## config.mk

```make
export PLATFORM = sky130hd
export DESIGN_NAME = circular_list_with_cursor_top
export DESIGN_NICKNAME = d
export VERILOG_FILES = /design/src/sv/clc_pkg.sv /design/src/sv/clc_ram.sv /design/src/sv/clc_free_stack.sv /design/src/sv/circular_list_with_cursor_top.sv
export VERILOG_INCLUDE_DIRS = /design/src /design/src/sv
export SDC_FILE = /design/constraint.sdc
export NUM_CORES = 2
export LEC_CHECK = 0
export BUFFER_PORTS_ARGS = -buffer_cell sky130_fd_sc_hd__buf_2
export CORE_MARGIN = 1
export CORE_UTILIZATION = 68
export CTS_CLUSTER_DIAMETER = 30
export DETAILED_ROUTE_END_ITERATION = 7
export PLACE_DENSITY_LB_ADDON = 0.05
export RECOVER_POWER = 25
export SLEW_MARGIN = 20
export SYNTH_ARGS = -nofsm -noshare
export SYNTH_HDL_FRONTEND = slang
export SYNTH_HIERARCHICAL = 1
export SYNTH_SLANG_ARGS = --single-unit
```

## constraint.sdc

```tcl
create_clock -name clk -period 10.91 [get_ports clk]
set_input_delay 2.182 -clock clk [delete_from_list [all_inputs] [get_ports clk]]
set_output_delay 2.182 -clock clk [all_outputs]
set_load 0.03 [all_outputs]
```

## src/sv/assert_macros.svh

```systemverilog
// Assertion macros used by the top level of the circular list block.
// Each macro samples on the rising edge of clk and is disabled while rst is high.
`ifndef ASSERT_MACROS_SVH
`define ASSERT_MACROS_SVH

// The consequent must hold in the same cycle as the antecedent.
`define ASSERT_IMPLY(lbl, ante, cons, msg) \
  lbl: assert property (@(posedge clk) disable iff (rst) (ante) |-> (cons)) else $error(msg);

// The consequent must hold in the cycle after the antecedent.
`define ASSERT_NEXT(lbl, ante, cons, msg) \
  lbl: assert property (@(posedge clk) disable iff (rst) (ante) |=> (cons)) else $error(msg);

`endif

```

## src/sv/clc_pkg.sv

```systemverilog
// Shared types and codes for the circular list with cursor.
// No dependencies; used by clc_free_stack and the top level.
package clc_pkg;

  localparam logic [1:0] OP_ADD    = 2'd0;
  localparam logic [1:0] OP_NEXT   = 2'd1;
  localparam logic [1:0] OP_START  = 2'd2;
  localparam logic [1:0] OP_REMOVE = 2'd3;

  localparam logic [1:0] ST_OK    = 2'd0;
  localparam logic [1:0] ST_EMPTY = 2'd1;
  localparam logic [1:0] ST_FULL  = 2'd2;

  // Width used to sign-extend stored words before cutting them to port width.
  localparam int WIDE_W = 64;

  typedef struct packed {
    logic [1:0]         operation;
    logic signed [31:0] value;
  } in_item_t;

  typedef struct packed {
    logic [1:0]         status;
    logic signed [31:0] cursor_value;
    logic signed [31:0] removed_value;
    logic [6:0]         list_length;
  } out_item_t;

  // Commands from the sequencer to the free stack.
  typedef struct packed {
    logic rd;
    logic pop;
    logic push;
  } fs_cmd_t;

endpackage

```

## src/sv/clc_ram.sv

```systemverilog
// Simple dual-port synchronous RAM: one write port, one read port, registered read data.
// No dependencies.
module clc_ram #(
  parameter int WIDTH = 32,
  parameter int DEPTH = 64
) (
  input  logic                     clk,
  input  logic                     we,
  input  logic [$clog2(DEPTH)-1:0] waddr,
  input  logic [WIDTH-1:0]         wdata,
  input  logic                     re,
  input  logic [$clog2(DEPTH)-1:0] raddr,
  output logic [WIDTH-1:0]         rdata
);

  logic [WIDTH-1:0] mem [DEPTH];

  always_ff @(posedge clk) begin
    if (we) begin
      mem[waddr] <= wdata;
    end
  end

  always_ff @(posedge clk) begin
    if (re) begin
      rdata <= mem[raddr];
    end
  end

endmodule

```

## src/sv/clc_free_stack.sv

```systemverilog
// Free-index stack of the node store, kept in a RAM with a low-water mark.
// Depends on clc_pkg (command struct) and clc_ram.
module clc_free_stack #(
  parameter int DEPTH = 64
) (
  input  logic                     clk,
  input  logic                     rst,
  input  clc_pkg::fs_cmd_t         cmd,
  input  logic [$clog2(DEPTH)-1:0] push_index,
  output logic [$clog2(DEPTH)-1:0] alloc_index
);

  localparam int AW = $clog2(DEPTH);
  localparam int CW = $clog2(DEPTH + 1);

  // Stack slots below the low-water mark were never overwritten since reset, so
  // slot p still holds its reset content DEPTH-1-p and need not be read from RAM.
  logic [CW-1:0] fcount;
  logic [CW-1:0] low;
  logic [CW-1:0] fcount_dec;
  logic [CW-1:0] fresh_calc;
  logic          fresh_q;
  logic [AW-1:0] fresh_idx_q;
  logic          push_ok;
  logic [AW-1:0] ram_q;

  assign fcount_dec = fcount - CW'(1);
  assign fresh_calc = CW'(DEPTH) - fcount;
  assign push_ok    = cmd.push && (fcount < CW'(DEPTH));

  always_ff @(posedge clk) begin
    if (rst) begin
      fcount <= CW'(DEPTH);
      low    <= CW'(DEPTH);
    end else if (cmd.pop) begin
      fcount <= fcount_dec;
      if (fcount_dec < low) begin
        low <= fcount_dec;
      end
    end else if (push_ok) begin
      fcount <= fcount + CW'(1);
    end
  end

  always_ff @(posedge clk) begin
    if (cmd.rd) begin
      fresh_q     <= (fcount <= low);
      fresh_idx_q <= fresh_calc[AW-1:0];
    end
  end

  clc_ram #(
    .WIDTH(AW),
    .DEPTH(DEPTH)
  ) u_stack_ram (
    .clk  (clk),
    .we   (push_ok),
    .waddr(fcount[AW-1:0]),
    .wdata(push_index),
    .re   (cmd.rd),
    .raddr(fcount_dec[AW-1:0]),
    .rdata(ram_q)
  );

  assign alloc_index = fresh_q ? fresh_idx_q : ram_q;

endmodule

```

## src/sv/circular_list_with_cursor_top.sv

```systemverilog
// Top level of the bounded circular singly linked list with cursor.
// Depends on clc_pkg, clc_ram, clc_free_stack and assert_macros.svh.

// A bounded ring of up to DEPTH signed words with a cursor. Each input item carries
// an operation (add at tail, advance cursor, cursor to head, remove at cursor) and a
// value used only by add; each item yields exactly one result item with the status
// (ok, empty, full), the word under the cursor after the step (0 when the list is
// empty), the word removed (0 unless a remove succeeded) and the new length. The node
// words and links live in two synchronous RAMs, and free node indices on a RAM-backed
// stack that needs no clearing pass after reset. An item is worked on in order: first
// the cursor node and the top of the free stack are read, then the pointers are
// updated and the RAMs written, and last the new cursor word is collected and the
// result register loaded, as the node RAMs have registered read data. The next item
// is taken once the result is loaded, even while that result waits to be taken; a stalled
// result holds the block in its final state until the output register frees up.
`include "assert_macros.svh"

module circular_list_with_cursor_top #(
  parameter int DEPTH      = 64,
  parameter int DATA_WIDTH = 32
) (
  input  logic                 clk,
  input  logic                 rst,
  input  logic                 item_valid,
  output logic                 item_ready,
  input  clc_pkg::in_item_t    item,
  output logic                 result_valid,
  input  logic                 result_ready,
  output clc_pkg::out_item_t   result
);

  localparam int AW = $clog2(DEPTH);
  localparam int CW = $clog2(DEPTH + 1);

  // Sequencer states.
  localparam logic [1:0] S_IDLE = 2'd0;
  localparam logic [1:0] S_EXEC = 2'd1;
  localparam logic [1:0] S_DONE = 2'd2;

  logic [1:0] state;
  logic [1:0] state_next;

  // List pointers and counts.
  logic [AW-1:0] head, head_next;
  logic [AW-1:0] tail, tail_next;
  logic [AW-1:0] cur, cur_next;
  logic [AW-1:0] bcur, bcur_next;
  logic [CW-1:0] count, count_next;

  // Item held while it is being worked on.
  logic [1:0]                   op_q;
  logic signed [DATA_WIDTH-1:0] val_q;
  logic [1:0]                   status_q, status_next;
  logic signed [DATA_WIDTH-1:0] removed_q, removed_next;
  logic                         fwd_q;

  // Second link write of an add to a non-empty list, done in the final state.
  logic          link2_pend;
  logic [AW-1:0] link2_addr;
  logic [AW-1:0] link2_data;

  // RAM ports.
  logic                         data_we;
  logic [AW-1:0]                data_waddr;
  logic                         data_re;
  logic [AW-1:0]                data_raddr;
  logic signed [DATA_WIDTH-1:0] data_rd;
  logic                         link_we;
  logic [AW-1:0]                link_waddr;
  logic [AW-1:0]                link_wdata;
  logic [AW-1:0]                link_rd;

  clc_pkg::fs_cmd_t fs_cmd;
  logic [AW-1:0]    alloc_index;

  logic accept;
  logic add_ok;
  logic result_load;

  logic signed [clc_pkg::WIDE_W-1:0] value_wide;
  logic signed [DATA_WIDTH-1:0]      cur_word;
  logic signed [clc_pkg::WIDE_W-1:0] cur_wide;
  logic signed [clc_pkg::WIDE_W-1:0] rem_wide;

  assign item_ready  = (state == S_IDLE);
  assign accept      = item_valid && item_ready;
  assign result_load = (state == S_DONE) && (!result_valid || result_ready);

  // The input word is sign-extended and then cut to the stored width.
  assign value_wide = clc_pkg::WIDE_W'(item.value);

  // Node RAMs. The cursor node is read when an item arrives; the data RAM is read
  // again at the new cursor while the update is written.
  assign data_re    = accept || (state == S_EXEC);
  assign data_raddr = (state == S_EXEC) ? cur_next : cur;

  clc_ram #(
    .WIDTH(DATA_WIDTH),
    .DEPTH(DEPTH)
  ) u_data_ram (
    .clk  (clk),
    .we   (data_we),
    .waddr(data_waddr),
    .wdata(val_q),
    .re   (data_re),
    .raddr(data_raddr),
    .rdata(data_rd)
  );

  clc_ram #(
    .WIDTH(AW),
    .DEPTH(DEPTH)
  ) u_link_ram (
    .clk  (clk),
    .we   (link_we),
    .waddr(link_waddr),
    .wdata(link_wdata),
    .re   (accept),
    .raddr(cur),
    .rdata(link_rd)
  );

  clc_free_stack #(
    .DEPTH(DEPTH)
  ) u_free_stack (
    .clk        (clk),
    .rst        (rst),
    .cmd        (fs_cmd),
    .push_index (cur),
    .alloc_index(alloc_index)
  );

  // Pointer update in the update cycle, with the cursor node's link and word and the
  // free-stack top already read out; also the stack read and the pending link write.
  always_comb begin
    head_next    = head;
    tail_next    = tail;
    cur_next     = cur;
    bcur_next    = bcur;
    count_next   = count;
    status_next  = clc_pkg::ST_OK;
    removed_next = '0;
    add_ok       = 1'b0;
    data_we      = 1'b0;
    data_waddr   = alloc_index;
    link_we      = 1'b0;
    link_waddr   = '0;
    link_wdata   = '0;
    fs_cmd.rd    = accept;
    fs_cmd.pop   = 1'b0;
    fs_cmd.push  = 1'b0;

    if (state == S_EXEC) begin
      case (op_q)
        clc_pkg::OP_ADD: begin
          if (count == CW'(DEPTH)) begin
            status_next = clc_pkg::ST_FULL;
          end else begin
            add_ok     = 1'b1;
            data_we    = 1'b1;
            fs_cmd.pop = 1'b1;
            link_we    = 1'b1;
            link_waddr = alloc_index;
            if (count == '0) begin
              // The first node links to itself.
              link_wdata = alloc_index;
              head_next  = alloc_index;
              bcur_next  = alloc_index;
            end else begin
              link_wdata = head;
              bcur_next  = tail;
            end
            tail_next  = alloc_index;
            cur_next   = alloc_index;
            count_next = count + CW'(1);
          end
        end
        default: begin
          if (count == '0) begin
            status_next = clc_pkg::ST_EMPTY;
          end else begin
            case (op_q)
              clc_pkg::OP_NEXT: begin
                bcur_next = cur;
                cur_next  = link_rd;
              end
              clc_pkg::OP_START: begin
                cur_next  = head;
                bcur_next = tail;
              end
              clc_pkg::OP_REMOVE: begin
                removed_next = data_rd;
                fs_cmd.push  = 1'b1;
                count_next   = count - CW'(1);
                if (count == CW'(1)) begin
                  head_next = '0;
                  tail_next = '0;
                  cur_next  = '0;
                  bcur_next = '0;
                end else if (cur == head) begin
                  head_next  = link_rd;
                  link_we    = 1'b1;
                  link_waddr = tail;
                  link_wdata = link_rd;
                  cur_next   = link_rd;
                  bcur_next  = tail;
                end else if (cur == tail) begin
                  // The cursor wraps to the head.
                  tail_next  = bcur;
                  link_we    = 1'b1;
                  link_waddr = bcur;
                  link_wdata = head;
                  cur_next   = head;
                end else begin
                  link_we    = 1'b1;
                  link_waddr = bcur;
                  link_wdata = link_rd;
                  cur_next   = link_rd;
                end
              end
              default: begin
              end
            endcase
          end
        end
      endcase
    end else if ((state == S_DONE) && link2_pend) begin
      // Old tail now points at the node just added.
      link_we    = 1'b1;
      link_waddr = link2_addr;
      link_wdata = link2_data;
    end
  end

  always_comb begin
    state_next = state;
    case (state)
      S_IDLE: begin
        if (accept) begin
          state_next = S_EXEC;
        end
      end
      S_EXEC: begin
        state_next = S_DONE;
      end
      S_DONE: begin
        if (result_load) begin
          state_next = S_IDLE;
        end
      end
      default: begin
        state_next = S_IDLE;
      end
    endcase
  end

  always_ff @(posedge clk) begin
    if (rst) begin
      state      <= S_IDLE;
      head       <= '0;
      tail       <= '0;
      cur        <= '0;
      bcur       <= '0;
      count      <= '0;
      link2_pend <= 1'b0;
    end else begin
      state <= state_next;
      head  <= head_next;
      tail  <= tail_next;
      cur   <= cur_next;
      bcur  <= bcur_next;
      count <= count_next;
      if (state == S_EXEC) begin
        link2_pend <= add_ok && (count != '0);
      end else if (result_load) begin
        link2_pend <= 1'b0;
      end
    end
  end

  // Item payload and per-item results; no reset needed.
  always_ff @(posedge clk) begin
    if (accept) begin
      op_q  <= item.operation;
      val_q <= value_wide[DATA_WIDTH-1:0];
    end
    if (state == S_EXEC) begin
      status_q   <= status_next;
      removed_q  <= removed_next;
      fwd_q      <= add_ok;
      link2_addr <= tail;
      link2_data <= alloc_index;
    end
  end

  // The new node's word is written in the same cycle it is read back, so an add
  // forwards the stored word instead of the RAM output.
  assign cur_word = fwd_q ? val_q : data_rd;
  assign cur_wide = clc_pkg::WIDE_W'(cur_word);
  assign rem_wide = clc_pkg::WIDE_W'(removed_q);

  // Output register.
  always_ff @(posedge clk) begin
    if (rst) begin
      result_valid <= 1'b0;
    end else if (result_load) begin
      result_valid <= 1'b1;
    end else if (result_ready) begin
      result_valid <= 1'b0;
    end
  end

  always_ff @(posedge clk) begin
    if (result_load) begin
      result.status        <= status_q;
      result.cursor_value  <= (count == '0) ? 32'sd0 : cur_wide[31:0];
      result.removed_value <= rem_wide[31:0];
      result.list_length   <= 7'(count);
    end
  end

  // Only one item is in the block at a time.
  `ASSERT_NEXT(a_one_item, item_valid && item_ready, !item_ready, "item taken while busy")
  // An empty list always has every pointer at its reset value.
  `ASSERT_IMPLY(a_empty_ptrs, count == '0, head == '0 && tail == '0 && cur == '0 && bcur == '0, "empty list with stray pointers")
  // A full status is reported only when every node is in use.
  `ASSERT_IMPLY(a_full_status, state == S_DONE && status_q == clc_pkg::ST_FULL, count == CW'(DEPTH), "full status below capacity")

endmodule
```

# ---- Word-level counts from Yosys, hierarchy flattened
# Memories as Yosys holds them, arrays and structs flattened. A register that Yosys moved wholly into a read port is not among the register bits.
# Index checks and enable logic that the tools add are counted.
dict set report totals {
  wordCells 154
  mem_bits_rw 2816
  latch_bits 0
  memories 3
  register_bits 210
  romBits 0
}
dict set report classes {
  n_mux 79
  n_eq_ne 14
  add_sub_neg 5
  mul 0
  n_div 0
  n_shift 0
  reduce_logical 26
  bitwise_logic 1
  magnitude_cmp 3
}
# name words word_bits read_ports rd_clocked_by_memory_dff write_ports line
set mem_list {}
lappend mem_list {u_data_ram.mem 64 32 1 1 1 clc_ram.sv:16} ;# logic [WIDTH-1:0] mem [DEPTH];
lappend mem_list {u_free_stack.u_stack_ram.mem 64 6 1 1 1 clc_ram.sv:16}
lappend mem_list {u_link_ram.mem 64 6 1 1 1 clc_ram.sv:16}
# operator n
set ops {}
lappend ops {{2-to-1 mux 6 bit} 41}
lappend ops {{2-to-1 mux 7 bit} 6}
lappend ops {{one-hot mux 6 bit (3 select lines)} 2}
lappend ops {{2-to-1 mux 32 bit} 1}
lappend ops {{2-to-1 mux 1 bit} 23}
lappend ops {{adder 7 x 1 -> 7 bit (second input constant)} 2}
lappend ops {{subtractor 7 x 1 -> 7 bit (second input constant)} 2}
lappend ops {{== test 6 bit} 2}
lappend ops {{2-to-1 mux 2 bit} 5}
lappend ops {{AND reduction 4 bit} 2}
lappend ops {{nonzero test 2 bit} 4}
lappend ops {{== test 7 x 1 -> 1 bit (second input constant)} 1}
lappend ops {{== test 7 bit (second input constant)} 1}
lappend ops {{<= comparator 7 bit} 1}
lappend ops {{zero test 7 bit} 1}
lappend ops {{less-than comparator 7 bit} 1}
lappend ops {{less-than comparator 7 bit (second input constant)} 1}
lappend ops {{nonzero test 7 bit} 1}
lappend ops {{== test 2 bit (second input constant)} 3}
lappend ops {{one-hot mux 2 bit (3 select lines)} 1}
lappend ops {{AND reduction 6 bit} 1}
lappend ops {{nonzero test 3 bit} 2}
lappend ops {{subtractor 1 x 6 -> 6 bit (first input constant)} 1}
lappend ops {{logical AND 1 bit} 5}
lappend ops {{other kinds (12)} 18}

# ---- Logic depth before layout (Yosys ltp)
dict set report logic_depth {
  ltp_word 9
  depth_mapped 18
  ltp_nobuf 12
}

# ---- Hierarchy
# The synthesis kept the hierarchy.
# mod instances area_per_inst_um2 cells_per_inst
set modules_own_cells {}
lappend modules_own_cells {{clc_ram at u_data_ram} 1 79359.9 3511}
lappend modules_own_cells {{clc_ram at u_free_stack.u_stack_ram ...} 2 15285.9 720}
lappend modules_own_cells {circular_list_with_cursor_top 1 8548.2 681}
lappend modules_own_cells {clc_free_stack 1 1400.1 138}

# ---- Worst setup path after synthesis
# No wires, ideal clock.
dict set report synth_path {
  path_kind {input to register}
  from {in result_ready}
  to {reg link2_pend}
  stages 4
  arrival_time_ns 5.968
  path_slack_ns 4.810
  path_buffers 0
  setup_time_ns 0.132
  cell_sequence {nand2b_1 > nor2b_1 > or3_1 > a21oi_1}
}
dict set report synth_via {
  elab_chain_len 3
}
# item line
set synth_lines {}
lappend synth_lines {{from (decl)} circular_list_with_cursor_top.sv:28} ;# input logic result_ready,
lappend synth_lines {{logical OR 1 bit} circular_list_with_cursor_top.sv:87} ;# assign result_load = (state == S_DONE) && (!result_valid || result_ready);
lappend synth_lines {{logical AND 1 bit} circular_list_with_cursor_top.sv:87}
lappend synth_lines {{net result_load} circular_list_with_cursor_top.sv:78} ;# logic result_load;
lappend synth_lines {{nonzero test 2 bit (no line)} -}
lappend synth_lines {{to (signal assigned)} circular_list_with_cursor_top.sv:274} ;# link2_pend <= add_ok && (count != '0);
lappend synth_lines {{to (decl)} circular_list_with_cursor_top.sv:58} ;# logic link2_pend;
# The timed path passes the listed nets, and every way through them passes these cells.
# A chain may end at the register's enable or synchronous reset.

# ---- Final worst setup path
dict set report layout_path {
  from {reg cur[1]}
  to {reg u_data_ram.rdata[0], read port of u_data_ram.mem (data pin)}
}
dict set report layout_via {
  elab_chain_len 9
  word_cells_on_any_way 11
}
# item line
set layout_lines {}
lappend layout_lines {{from (decl)} circular_list_with_cursor_top.sv:46} ;# logic [AW-1:0] cur, cur_next;
lappend layout_lines {{from (signal assigned)} circular_list_with_cursor_top.sv:270} ;# cur <= cur_next;
lappend layout_lines {{== test 6 bit} circular_list_with_cursor_top.sv:207} ;# end else if (cur == tail) begin
lappend layout_lines {{2-to-1 mux 6 bit} circular_list_with_cursor_top.sv:207}
lappend layout_lines {{2-to-1 mux 6 bit (*)} circular_list_with_cursor_top.sv:200} ;# end else if (cur == head) begin
lappend layout_lines {{2-to-1 mux 6 bit (*)} circular_list_with_cursor_top.sv:195} ;# if (count == CW'(1)) begin
lappend layout_lines {{one-hot mux 6 bit (3 select lines) (*)} circular_list_with_cursor_top.sv:182} ;# case (op_q)
lappend layout_lines {{2-to-1 mux 6 bit (*)} circular_list_with_cursor_top.sv:179} ;# if (count == '0) begin
lappend layout_lines {{2-to-1 mux 6 bit (*)} circular_list_with_cursor_top.sv:154} ;# case (op_q)
lappend layout_lines {{2-to-1 mux 6 bit (*)} circular_list_with_cursor_top.sv:153} ;# if (state == S_EXEC) begin
lappend layout_lines {{net cur_next[0]} circular_list_with_cursor_top.sv:46}
lappend layout_lines {{2-to-1 mux 6 bit (*)} circular_list_with_cursor_top.sv:95} ;# assign data_raddr = (state == S_EXEC) ? cur_next : cur;
lappend layout_lines {{to (decl)} clc_ram.sv:13} ;# output logic [WIDTH-1:0] rdata
# The timed path passes the listed nets; every way through them passes the cells marked *.

==> metrics.csv <==
metric,value,unit
outcome,"finished, violations left",
failing checks,"max-capacitance violations, max-slew violations",
Leakage,45.48,nW
aggregate global-route resource usage,37.54,%
fmax,128.0,MHz
first-pass GRT wire length,472.2,mm
Critical R2R Capture,u_data_ram/rdata[0],
crit path launch,cur[1],
Setup crit end kind,register,
Max-Cap Viols,29,
HP Start,removed_q[14],
"Primary FF master, synth",edfxtp_1,
via count,66060,
crit-path max FO,104,
period utilisation layout,71.62,%
slowest CP cell,dfxtp_1,
Post-Place Cells,8052,
Avg Inst Size Synth,20.78,µm²
RSZ-0062 raised after global routing,false,
Design Power,34.28,mW
relative slew slack,-124.2,%
vias in the first global route,67300,
Post-Syn Area,119900,µm²
Crit path largest cell delay,1800,ps
hold path depth,0,
Post-synth EDFFs,3021,
"setup slack, reg-to-reg",3100,ps
estimated wirelength of the detail-placed design,163.9,mm
Hold Crit Endpoint,result[21],
die height,421.9,µm
CTS sink count,3070,
post-synth cell types,85,
crit-path cells,xor2_1 > nor4_1 > o211a_1 > mux2_2 > a221oi_4 > buf_4 > buf_12 > mux4_2 > mux2i_1 > mux2i_1 > a21oi_1 > a311oi_1,
YS warnings,6,
most frequent cells in the layout,"3021 x edfxtp_1, 620 x mux4_2, 579 x clkbuf_16",
final hold viol count,0,
Pins Over Slew Limit,1906,
minimum clock period,7813,ps
Peak VDD IR,0.0001999,V
fraction of registers with async set/reset,0,%
CTS tree,yes,
total gr overflow,0,
crit path launch type,register,
nets@finish,6342,
Area after DPL,123500,µm²
area grow syn2layout,18.55,%
Worst R2R Start,cur[1],
Pwr Density,241.2,nW/µm²
Rows,153,
CTS Buf Count,552,
Initial Util,68.74,%
# Post-CTS Setup Buffers,0,
total die area,178000,µm²
Crit path required time,11540,ps
"most used cell, CP",mux2i_1,
hold_buf cts,0,
Pre-Repair DR Iteration Count,8,
"flops & latches, synth",3070,
1st-iter DRT viols,10190,
ANT nets after route,0,
share of cells above drive strength 1,28.00,%
Worst-Margin Slew,3362,ps
Syn Nets,5831,
clock skew,44.32,ps
register area share after synthesis,76.49,%
clk buf depth,4,
clock-pin slew on the worst setup and hold paths,50,ps
pin count of the biggest net entering global routing,110,
CTS root buf,clkbuf_16,
Mapped Cells,5770,
CTS resizes,0,
Worst-Skew Late Latency,960,ps
H-tree depth,6,
Post-Layout Cell Count,9056,
CP top delay family,compound AO/OA/AOI/OAI gates,
Final Cell Area,142100,µm²
CP arrival,8440,ps
R2R depth,12,
CP Buf/Inv Count,2,
IO Count,113,
Die X,421.9,µm
core area,174400,µm²
DR vias/cell,7.294,
I/O Buffers,112,
GPL Wtd Cong,0.8654,
total negative slack,0,ps
WL per Instance,36.66,µm
DRC Markers,0,
Final Setup Violations,0,
final WL,332.0,mm
initial antenna violation count,34,
"commonest non-fill, non-tap cell in the layout",edfxtp_1,
kind of critical path,reg -> reg,
final core utilization,81.49,%
HP Class,reg -> reg,
## kinds of logic (layout without fill, tap and decap cells)
group	after synthesis	count (layout)	synth area share, %
flip-flops	3070	3070	76.49
multiplexers	932	932	14.46
AND/OR/NAND/NOR	685	685	2.807
AO/OA/AOI/OAI	669	669	4.029
buffers and inverters	365	1313	1.784
XOR/XNOR	26	26	0.1900
adder cells (fa/ha/maj)	23	23	0.2401
other	0	13	0
## area by class of cell
cell class                 instances  area (µm²)
clock inverter                   329        3812
tap                             2325        2909
clock buffer                     662       14840
sequential                      3070       91710
inverter                          29       115.1
timing repair buffer             293        1902
multi-input combinational       2335       26790
antenna                           13       32.53
fill                            7683       32280
## per-layer routing
layer	up-vias	GRT usage (%)	part of all wire [%]
met5	-	0	0.040
met4	20	15.86	4.5
met3	1062	10.63	14
met2	5591	57.13	47
met1	34010	51.95	35
li1	25370	-	-
## power by group
group / internal, mW / leakage, nW / switching [mW]
sequential: 13.2 / 27.7 / 0.222
combinational: 1.29 / 8.73 / 2.26
clock: 11.5 / 9.01 / 5.74
total: 26.1 / 45.5 / 8.23
## synth_stat cells (12+ instances only)
library cell	number	area, µm²
a211oi_1	42	315.3
a21oi_1	88	440.4
a221oi_1	12	105.1
a22o_1	12	105.1
a22oi_1	160	1201
a311o_1	15	150.1
a31oi_1	26	162.7
and2_1	38	237.7
and3_1	16	100.1
buf_1	12	45.04
buf_2	84	420.4
buf_4	33	247.7
buf_6	46	518.0
clkbuf_1	146	548.0
dfxtp_1	49	980.9
edfxtp_1	3021	90720
ha_1	23	287.8
inv_1	26	97.59
mux2_2	36	405.4
mux2i_1	258	2582
mux4_1	12	315.3
mux4_2	620	13960
nand2_1	74	277.8
nand2b_1	31	193.9
nand3_1	76	380.4
nand3b_1	15	112.6
nand4_1	16	100.1
nor2_1	295	1107
nor2b_1	43	269.0
nor3_1	23	115.1
o211ai_1	21	157.7
o21ai_0	38	190.2
o21ai_1	28	140.1
o221ai_1	40	350.3
o22a_1	24	210.2
o22ai_1	80	500.5
xnor2_1	14	122.6
xor2_1	12	105.1
## worst max path at each step
stage               cells past startpoint                   to
floorplan                               4           link2_pend
global placement                       13  u_data_ram/rdata[0]
detailed placement                     13  u_data_ram/rdata[0]
CTS                                    13  u_data_ram/rdata[0]
global route                           12  u_data_ram/rdata[0]
finish                                 12  u_data_ram/rdata[0]
## per-stage QoR
step | worst slack [ps] | hold slack (ps)
after floorplan | 4810 | 400.3
after global placement | 3960 | 402.3
after detailed placement | 3880 | 404.5
after CTS | 3897 | 419.4
after global routing | 2877 | 422.7
final | 3097 | 418.0
## flip-flops by register name (all words and copies together) (netlist names), 2 cells and up
signal and cells:
val_q 32, u_free_stack/u_stack_ram/rdata 6, cur 6, link2_addr 6, status_q 2, u_data_ram/mem 2048
u_free_stack/low 7, removed_q 32, u_free_stack/fresh_idx_q 6, count 7, result 73, bcur 6
state 2, u_data_ram/rdata 32, u_link_ram/rdata 6, u_free_stack/fcount 7, op_q 2, link2_data 6
tail 6, head 6, u_free_stack/u_stack_ram/mem 384, u_link_ram/mem 384
Note: power is estimated with default switching activity, not from simulation.
